<file path="config.mk">
export PLATFORM = sky130hd
export DESIGN_NAME = natural_number_alu_top
export DESIGN_NICKNAME = d
export VERILOG_FILES = /design/src/hdl/nna_pkg.sv /design/src/hdl/nna_div_cell.sv /design/src/hdl/nna_div_chain.sv /design/src/hdl/natural_number_alu_top.sv
export SDC_FILE = /design/constraint.sdc
export NUM_CORES = 2
export LEC_CHECK = 0
export BUFFER_PORTS_ARGS = -buffer_cell sky130_fd_sc_hd__buf_2
export CAP_MARGIN = 20
export CORE_MARGIN = 2
export CORE_UTILIZATION = 60
export DETAILED_ROUTE_END_ITERATION = 10
export HOLD_SLACK_MARGIN = 0.15
export MAX_ROUTING_LAYER = met4
export PLACE_DENSITY = 0.83
export SLEW_MARGIN = 20
export SYNTH_ARGS = -nofsm -noshare
export SYNTH_HDL_FRONTEND = slang
export SYNTH_SLANG_ARGS = --single-unit
</file>
<file path="constraint.sdc">
create_clock -name clock -period 11.43 [get_ports clock]
set_clock_uncertainty 0.2 [all_clocks]
set_input_delay 2.286 -clock clock [delete_from_list [all_inputs] [get_ports clock]]
set_output_delay 2.286 -clock clock [all_outputs]
set_load 0.03 [all_outputs]
</file>
<file path="src/hdl/nna_pkg.sv">
`default_nettype none
package nna_pkg;
   localparam int OperandWidthDefault = 16;
   localparam int OpWidth = 4;
   localparam int ValueWidth = 32;

   typedef enum logic [3:0] {
      OP_ISZERO  = 4'd0,
      OP_SUCC    = 4'd1,
      OP_ADD     = 4'd2,
      OP_EQUAL   = 4'd3,
      OP_GREATER = 4'd4,
      OP_SUB     = 4'd5,
      OP_MUL     = 4'd6,
      OP_DIV     = 4'd7,
      OP_MOD     = 4'd8
   } op_type;

   typedef enum logic [1:0] {
      ST_IDLE,
      ST_RUN,
      ST_DONE
   } state_type;
endpackage
`default_nettype wire

</file>
<file path="src/hdl/nna_div_cell.sv">
`default_nettype none
// one restoring division step; the row of cells passes the partial remainder along
module nna_div_cell #(
   parameter int W = nna_pkg::OperandWidthDefault
) (
   input  wire logic         clock,
   input  wire logic         load,
   input  wire logic         step,
   input  wire logic [W-1:0] rem_left,
   input  wire logic [W-1:0] divisor,
   input  wire logic         dividend_bit,
   output logic      [W-1:0] rem_out,
   output logic              quot_bit
);
   logic [W-1:0] rem_ff, rem_in;
   logic         q_ff, q_in;
   logic [W:0]   trial;
   logic [W:0]   diff;

   always_comb begin
      trial = {rem_left, dividend_bit};
      diff  = trial - {1'b0, divisor};
      rem_in = rem_ff;
      q_in   = q_ff;
      if (load) begin
         rem_in = '0;
         q_in   = 1'b0;
      end else if (step) begin
         if (!diff[W]) begin
            rem_in = diff[W-1:0];
            q_in   = 1'b1;
         end else begin
            rem_in = trial[W-1:0];
            q_in   = 1'b0;
         end
      end
   end

   always_ff @(posedge clock) begin
      rem_ff <= rem_in;
      q_ff   <= q_in;
   end

   assign rem_out  = rem_ff;
   assign quot_bit = q_ff;
endmodule
`default_nettype wire

</file>
<file path="src/hdl/nna_div_chain.sv">
`default_nettype none
// row of W step cells; one cell fires per cycle, left to right, each reading its left neighbor
module nna_div_chain #(
   parameter int W = nna_pkg::OperandWidthDefault
) (
   input  wire logic         clock,
   input  wire logic         load,
   input  wire logic [W-1:0] fire,
   input  wire logic [W-1:0] dividend,
   input  wire logic [W-1:0] divisor,
   output logic      [W-1:0] quotient,
   output logic      [W-1:0] remainder
);
   logic [W-1:0] rem [W+1];

   assign rem[0] = '0;

   for (genvar i = 0; i < W; i++) begin : g_cell
      nna_div_cell #(.W(W)) u_cell (
         .clock       (clock),
         .load        (load),
         .step        (fire[i]),
         .rem_left    (rem[i]),
         .divisor     (divisor),
         .dividend_bit(dividend[W-1-i]),
         .rem_out     (rem[i+1]),
         .quot_bit    (quotient[W-1-i])
      );
   end

   assign remainder = rem[W];
endmodule
`default_nettype wire

</file>
<file path="src/hdl/natural_number_alu_top.sv">
`default_nettype none
// channel   ports                                         dir
// request   req_valid req_stall req_op req_operand_a/b   in
// response  rsp_valid rsp_stall rsp_value rsp_error       out
// one word at a time: div and mod run through the divider row (one cell of the
// divider row fires per cycle), other ops go through the result register.
// a new request word is taken once the previous response word has left.
// reset is synchronous and clears the valid flags and state; rsp_stall holds the word.
module natural_number_alu_top #(
   parameter int OPERAND_WIDTH = nna_pkg::OperandWidthDefault
) (
   input  wire logic                            clock,
   input  wire logic                            reset,
   input  wire logic                            req_valid,
   output logic                                 req_stall,
   input  wire logic [nna_pkg::OpWidth-1:0]     req_op,
   input  wire logic [OPERAND_WIDTH-1:0]        req_operand_a,
   input  wire logic [OPERAND_WIDTH-1:0]        req_operand_b,
   output logic                                 rsp_valid,
   input  wire logic                            rsp_stall,
   output logic [nna_pkg::ValueWidth-1:0]       rsp_value,
   output logic                                 rsp_error
);
   localparam int W = OPERAND_WIDTH;
   localparam int VW = nna_pkg::ValueWidth;

   nna_pkg::state_type state_ff, state_in;
   logic [nna_pkg::OpWidth-1:0] op_ff, op_in;
   logic [W-1:0] a_ff, a_in, b_ff, b_in;
   logic [W-1:0] fire_ff, fire_in;
   logic [VW-1:0] value_ff, value_in;
   logic error_ff, error_in;
   logic accept, load;
   logic [W-1:0] quotient, remainder;
   logic [2*W-1:0] product;
   logic [W:0] sum;

   assign accept = req_valid && !req_stall;
   assign load = accept;
   assign product = a_ff * b_ff;
   assign sum = {1'b0, a_ff} + {1'b0, b_ff};

   nna_div_chain #(.W(W)) u_chain (
      .clock    (clock),
      .load     (load),
      .fire     (fire_ff),
      .dividend (a_ff),
      .divisor  (b_ff),
      .quotient (quotient),
      .remainder(remainder)
   );

   always_comb begin
      state_in = state_ff;
      op_in = op_ff;
      a_in = a_ff;
      b_in = b_ff;
      fire_in = fire_ff;
      value_in = value_ff;
      error_in = error_ff;
      req_stall = (state_ff != nna_pkg::ST_IDLE);
      case (state_ff)
         nna_pkg::ST_IDLE: begin
            if (req_valid) begin
               op_in = req_op;
               a_in = req_operand_a;
               b_in = req_operand_b;
               fire_in = '0;
               fire_in[0] = 1'b1;
               state_in = nna_pkg::ST_RUN;
            end
         end
         nna_pkg::ST_RUN: begin
            fire_in = fire_ff << 1;
            if (op_ff != nna_pkg::OP_DIV && op_ff != nna_pkg::OP_MOD ||
                b_ff == '0 || fire_ff == '0) begin
               fire_in = '0;
               state_in = nna_pkg::ST_DONE;
               value_in = '0;
               error_in = 1'b0;
               case (op_ff)
                  nna_pkg::OP_ISZERO:  value_in = VW'(a_ff == '0);
                  nna_pkg::OP_SUCC:    value_in = VW'({1'b0, a_ff} + (W+1)'(1));
                  nna_pkg::OP_ADD:     value_in = VW'(sum);
                  nna_pkg::OP_EQUAL:   value_in = VW'(a_ff == b_ff);
                  nna_pkg::OP_GREATER: value_in = VW'(a_ff > b_ff);
                  nna_pkg::OP_SUB: begin
                     if (a_ff < b_ff) error_in = 1'b1;
                     else value_in = VW'(a_ff - b_ff);
                  end
                  nna_pkg::OP_MUL:     value_in = VW'(product);
                  nna_pkg::OP_DIV: begin
                     if (b_ff == '0) error_in = 1'b1;
                     else value_in = VW'(quotient);
                  end
                  nna_pkg::OP_MOD: begin
                     if (b_ff == '0) error_in = 1'b1;
                     else value_in = VW'(remainder);
                  end
                  default: error_in = 1'b1;
               endcase
            end
         end
         nna_pkg::ST_DONE: begin
            if (!rsp_stall) state_in = nna_pkg::ST_IDLE;
         end
         default: state_in = nna_pkg::ST_IDLE;
      endcase
   end

   always_ff @(posedge clock) begin
      if (reset) begin
         state_ff <= nna_pkg::ST_IDLE;
         fire_ff <= '0;
      end else begin
         state_ff <= state_in;
         fire_ff <= fire_in;
      end
      op_ff <= op_in;
      a_ff <= a_in;
      b_ff <= b_in;
      value_ff <= value_in;
      error_ff <= error_in;
   end

   assign rsp_valid = (state_ff == nna_pkg::ST_DONE);
   assign rsp_value = value_ff;
   assign rsp_error = error_ff;
endmodule
`default_nettype wire
</file>
* Word-level counts from Yosys, hierarchy flattened
Index checks and enable logic that the tools add are counted.
Storage, ports and cells: register bits after elaboration 359, bits of input ports 40
Operators by class: multipliers 1, order comparisons 2, mux-type cells 46, reductions and logical operators 18, add/sub/neg operators 19, equality and inequality tests 16
Operators by type and width (count):
- 16-bit two-way mux | 20
- 32-bit one-hot mux with 9 select lines | 1
- 17-bit by 16-bit subtractor with 17-bit output | 15
- 16-bit logical NOT | 3
- 16-bit by 16-bit multiplier with 32-bit output | 1
- 32-bit two-way mux | 1
- 16-bit one-hot mux with 2 select lines | 1
- 1-bit two-way mux | 18
- 16-bit by 1-bit adder with 17-bit output (second input constant) | 1
- 16-bit by 16-bit adder with 17-bit output | 1
- 1-bit by 16-bit subtractor with 17-bit output | 1
- 16-bit by 16-bit subtractor with 17-bit output | 1
- 16-bit == test | 1
- 4-bit by 3-bit == test with 1-bit output (second input constant) | 4
- 16-bit > comparator | 1
- 16-bit < comparator | 1
- 4-bit by 2-bit == test with 1-bit output (second input constant) | 2
- 2-bit two-way mux | 3
- 2-bit != test (second input constant) | 3
- 2-bit one-hot mux with 3 select lines | 1
- 2-bit AND reduction | 3
- 6-bit OR reduction | 1
- 4-bit by 1-bit == test with 1-bit output (second input constant) | 1
- 4-bit == test (second input constant) | 1
- other kinds (13) | 16

* Depth between registers and ports, before layout
word-level depth 6, gate-level depth with buffers 25, depth with buffers taken out 24

* Cells and area by module
From an unflattened synthesis, not the netlist that was laid out.
Second synthesis, totals: cell total of the unflattened synthesis 4920, area, all modules 39421.6 µm²
By module, submodules not included:
- nna_div_cell | sequential area each 340.3 µm², instances 16, cells each 215, area each 1597.8 µm²
- natural_number_alu_top | sequential area each 2432.3 µm², instances 1, cells each 1479, area each 13853.3 µm²
- nna_div_chain | sequential area each 0.0 µm², instances 1, cells each 1, area each 3.8 µm²

* Worst setup path before layout
No wires, ideal clock.
path type flip-flop to flip-flop, start point register b_ff[1], end point register value_ff[24], in the netlist rsp_value[24], data pin, data required time 10.959 ns, buffers on the path 1, slack 4.429 ns, clock period less this slack 7.001 ns, cell stages (with the launch flop) 22, data arrival time 6.530 ns, path through edfxtp_1 > clkbuf_1 > nand2_1 > fa_1 > fa_1 > inv_1 > fa_1 > fa_1 > fa_1 > inv_1 > fa_1 > inv_1 > ha_1 > a21o_1 > a21o_1 > a21o_1 > o21a_1 > a41o_1 > o31a_1 > a311oi_1 > xor2_1 > o21ai_0
Between the ends: word-level cells in the longest chain between the ends 3, elaborated cells on any way between the ends 5
RTL lines:
- from (decl) | RTL line natural_number_alu_top.sv:29 | logic [W-1:0] a_ff, a_in, b_ff, b_in;
- from (signal assigned) | RTL line natural_number_alu_top.sv:121 | b_ff <= b_in;
- parallel branches: the longest is 2 deep, another holds 16-bit by 16-bit multiplier with 32-bit output
- 32-bit one-hot mux with 9 select lines (*) | RTL line natural_number_alu_top.sv:81 | case (op_ff)
- to (signal assigned) | RTL line natural_number_alu_top.sv:122 | value_ff <= value_in;
- to (decl) | RTL line natural_number_alu_top.sv:31 | logic [VW-1:0] value_ff, value_in;
Every way passes the cells marked *. A chain may end at the register's enable or synchronous reset.

* Worst setup path in the final report
start point register b_ff[6], end point register value_ff[28], in the netlist rsp_value[28], data pin
The elaborated chain is that of the path after synthesis.

==> run_results.csv <==
group,metric,value,unit
run_status,status,"complete, no violations",
worst_setup_path,r2r_cells,23,
worst_setup_path,slowest_stage,"inv_1",
drt,met3WireLength,9526,µm
synthesis,synth-edff-count,69,
clock_network,numCtsBuffers,42,
timing,rsz0062_at_grt,"no",
synthesis,synthTopCellsByArea,"dfxtp_1 (16%), ha_1 (14%), fa_1 (12%)",
clock_network,hold_buffers,0,
placement,io_buffers,74,
drt,routed_via_density,6.349,
clock_network,clk_pin_slew,0.07,ns
power_and_ir_drop,power_leakage,16.84,nW
drt,drtPass1Iterations,6,
floorplan,die_area,0.06169,mm²
job,maxCapViolCount,0,
synthesis,synth.largest_area_cell,"dfxtp_1",
grt,grt_pass1_wl,158900,µm
floorplan,dieWidth,248.4,µm
synthesis,synth.distinct_cells,89,
drt,drt_iter0_drc,2538,
drt,drt-total-wl,99640,µm
drt,wl_met1,39010,µm
cells_and_area,syn_to_final_growth,7.040,%
placement,post_dp_cell_area,0.03699,mm²
timing,hold_violations,0,
clock_network,insertion_delay,0.61,ns
clock_network,cts_tree,"built",
worst_setup_path,path_cells,"inv_1 -> buf_4 -> nor2_1 -> fa_1 -> inv_1 -> fa_1 -> inv_1 -> fa_1 -> fa_1 -> fa_1 -> inv_1 -> fa_1 -> inv_1 -> ha_1 -> a21o_1 -> a21o_1 -> a21o_1 -> o21a_1 -> a41o_1 -> o21ai_0 -> o21ai_0 -> xnor2_1 -> o21ai_0",
drt,vias,31618,
timing,max_freq,127.9,MHz
worst_setup_path,crit_path_frequent_cell,"fa_1",
synthesis,yosysWarnings,0,
cells_and_area,regArea,0.007878,mm²
grt,grt_start_max_net_pins,222,
timing,report.final.setup_viol,0,
worst_setup_path,rr_startpoint,"b_ff[6]",
worst_setup_path,path_class,"register to register",
clock_network,cts_setup_buffers,0,
placement,hpwlAfterDp,70740,µm
worst_setup_path,cp-end-kind,"register",
cells_and_area,drive_above_1_share,6.254,%
grt,grt_util_all_layers,33.26,%
worst_hold_path,hold_class,"register to register",
synthesis,seq_area_frac_synth,21.98,%
worst_setup_path,startpoint_type,"register",
drt,top_layer_used,"met4",
worst_setup_path,reg2reg_slack,3.61,ns
worst_setup_path,crit_end,"rsp_value[28]",
cells_and_area,finish.net_count,4833,
drt,post_drt_wl_per_cell,20.01,µm
worst_setup_path,crit_fanout,18,
cells_and_area,multi_input_area,0.02598,mm²
power_and_ir_drop,powerDensity,179.1,mW/mm²
worst_setup_path,crit_path_max_incr_delay,0.58,ns
floorplan,start_util,60.71,%
worst_setup_path,crit-reg2reg-capture,"rsp_value[28]",
clock_network,cts_resized,0,
timing,slew_headroom,27.72,%
floorplan,dieHeight,248.4,µm
worst_setup_path,critPathArrivalTime,7.92,ns
cells_and_area,design_area,0.03835,mm²
grt,grt-ovfl-total,0,
timing,fin_crit,7.818,ns
clock_network,htreeDepth,2,
timing,drv_slew,0,
worst_setup_path,crit_start,"b_ff[6]",
timing,hold_ws,0.2624,ns
drt,ant_nets,0,
power_and_ir_drop,ir_worst_vdd,0.0005251,V
synthesis,synth_flop_cell,"dfxtp_1",
synthesis,ys_seq_elements,359,
floorplan,core_area,0.05902,mm²
synthesis,async_reset_ff_share,0,%
timing,final.setup.tns,0,ns
synthesis,yosysMostFrequentCell,"ha_1",
clock_network,numClockSinks,359,
floorplan,row_count,89,
synthesis,netlist_top_cells_count,"ha_1 (408), inv_1 (353), a21oi_1 (339)",
synthesis,synth_top_area_share,16.20,%
floorplan,ioPinCount,75,
drt,wl_met2,45520,µm
clock_network,cts_root_buffer,"clkbuf_16",
grt,antenna_found_initial,3,
synthesis,netlist_area,0.03583,mm²
grt,grt_pass1_vias,30675,
clock_network,clockBufferDepth,3,
timing,min_period_over_period,68.40,%
synthesis,syn_nets,4841,
synthesis,syn_area_per_cell,8.568,µm²
placement,routabilityCongestion,1.007,
cells_and_area,nFillCells,4794,
synthesis,syn-instance-count,4182,
worst_setup_path,required,11.54,ns
timing,worst_pin_slew,1.083,ns
drt,drcViolationCount,0,
-- critical path, delay by kind of cell (launching register included) --
kind / cells / cell delay [ns]
fa+ha+maj: 7 / 3.27
compound gates: 8 / 1.90
buf+inv: 6 / 1.22
flops: 1 / 0.51
xor+xnor: 1 / 0.29
simple gates: 1 / 0.10
-- registers in the layout (all words and copies together), names as in the netlist --
name	cells
a_ff	16
u_chain.g_cell.u_cell.quot_bit	16
op_ff	4
u_chain.g_cell.u_cell.rem_out	256
rsp_error	1
b_ff	16
state_ff	2
rsp_value	32
fire_ff	16
-- power by group --
| part | internal [mW] | switching [mW] | total (mW) |
|---|---|---|---|
| clock | 0.756 | 0.598 | 1.35 |
| sequential | 1.33 | 0.0416 | 1.37 |
| combinational | 1.75 | 2.39 | 4.14 |
| total | 3.83 | 3.03 | 6.87 |
-- area by class of cell --
type | count | area share (%)
clock buffer | 57 | 3.102
antenna | 2 | 0.01305
multi-input combinational | 3277 | 67.74
clock inverter | 18 | 0.3588
sequential | 359 | 20.54
timing repair buffer | 132 | 2.173
inverter | 362 | 3.549
tap | 773 | 2.522
-- cell families (layout without fill, tap and decap cells) --
| logic type | after synthesis | after routing | share of synthesized area (%) |
|---|---|---|---|
| other cells | 0 | 2 | 0 |
| flops | 359 | 359 | 21.98 |
| mux | 214 | 214 | 6.044 |
| compound gates | 1143 | 1143 | 19.88 |
| xor+xnor | 224 | 224 | 5.570 |
| buf+inv | 546 | 569 | 5.824 |
| simple gates | 1077 | 1077 | 14.67 |
| fa+ha+maj | 619 | 619 | 26.04 |
-- metal layers --
metal  vias to the layer above  global-route usage (%)
met5                         -                       -
met4                         0                   16.00
met3                       378                   6.787
met2                      1400                   53.35
met1                     15022                   40.01
li1                      14818                       -
-- stage by stage --
stage	cells	power, mW	util (%)	worst slack [ns]
2_1_floorplan	4182	4.536	-	4.429
3_3_place_gp	4900	5.330	62.63	3.999
3_5_place_dp	4902	5.435	62.67	3.874
4_1_cts	4977	6.813	64.92	3.677
5_1_grt	4980	7.372	64.99	3.343
6_report	4980	6.868	64.99	3.612
-- worst min path at each step --
| stage | from | end | slack (ns) | cells after the start |
|---|---|---|---|---|
| global placement | u_chain.g_cell[0].u_cell.rem_out[6] | u_chain.g_cell[0].u_cell.rem_out[6] | 0.25 | 2 |
| CTS | u_chain.g_cell[0].u_cell.rem_out[6] | u_chain.g_cell[0].u_cell.rem_out[6] | 0.26 | 2 |
| detailed placement | u_chain.g_cell[0].u_cell.rem_out[6] | u_chain.g_cell[0].u_cell.rem_out[6] | 0.25 | 2 |
| finish | u_chain.g_cell[0].u_cell.rem_out[6] | u_chain.g_cell[0].u_cell.rem_out[6] | 0.26 | 2 |
| floorplan | u_chain.g_cell[15].u_cell.rem_out[7] | u_chain.g_cell[15].u_cell.rem_out[7] | 0.23 | 2 |
| global route | u_chain.g_cell[15].u_cell.rem_out[8] | u_chain.g_cell[15].u_cell.rem_out[8] | 0.31 | 1 |
-- placed cells by master, fill, tap and decap left out, drive strengths merged, types with 73 or more instances in the layout --
cell type / netlist / final
buf: 26 / 132
xnor2: 155 / 155
a21o: 73 / 73
nor2: 336 / 336
ha: 408 / 408
nand2: 243 / 243
fa: 211 / 211
mux2i: 201 / 201
o21ai: 333 / 333
nor3: 88 / 88
inv: 354 / 359
a21oi: 339 / 339
nand3: 73 / 73
dfxtp: 290 / 290
(Power assumes the default switching activity.)
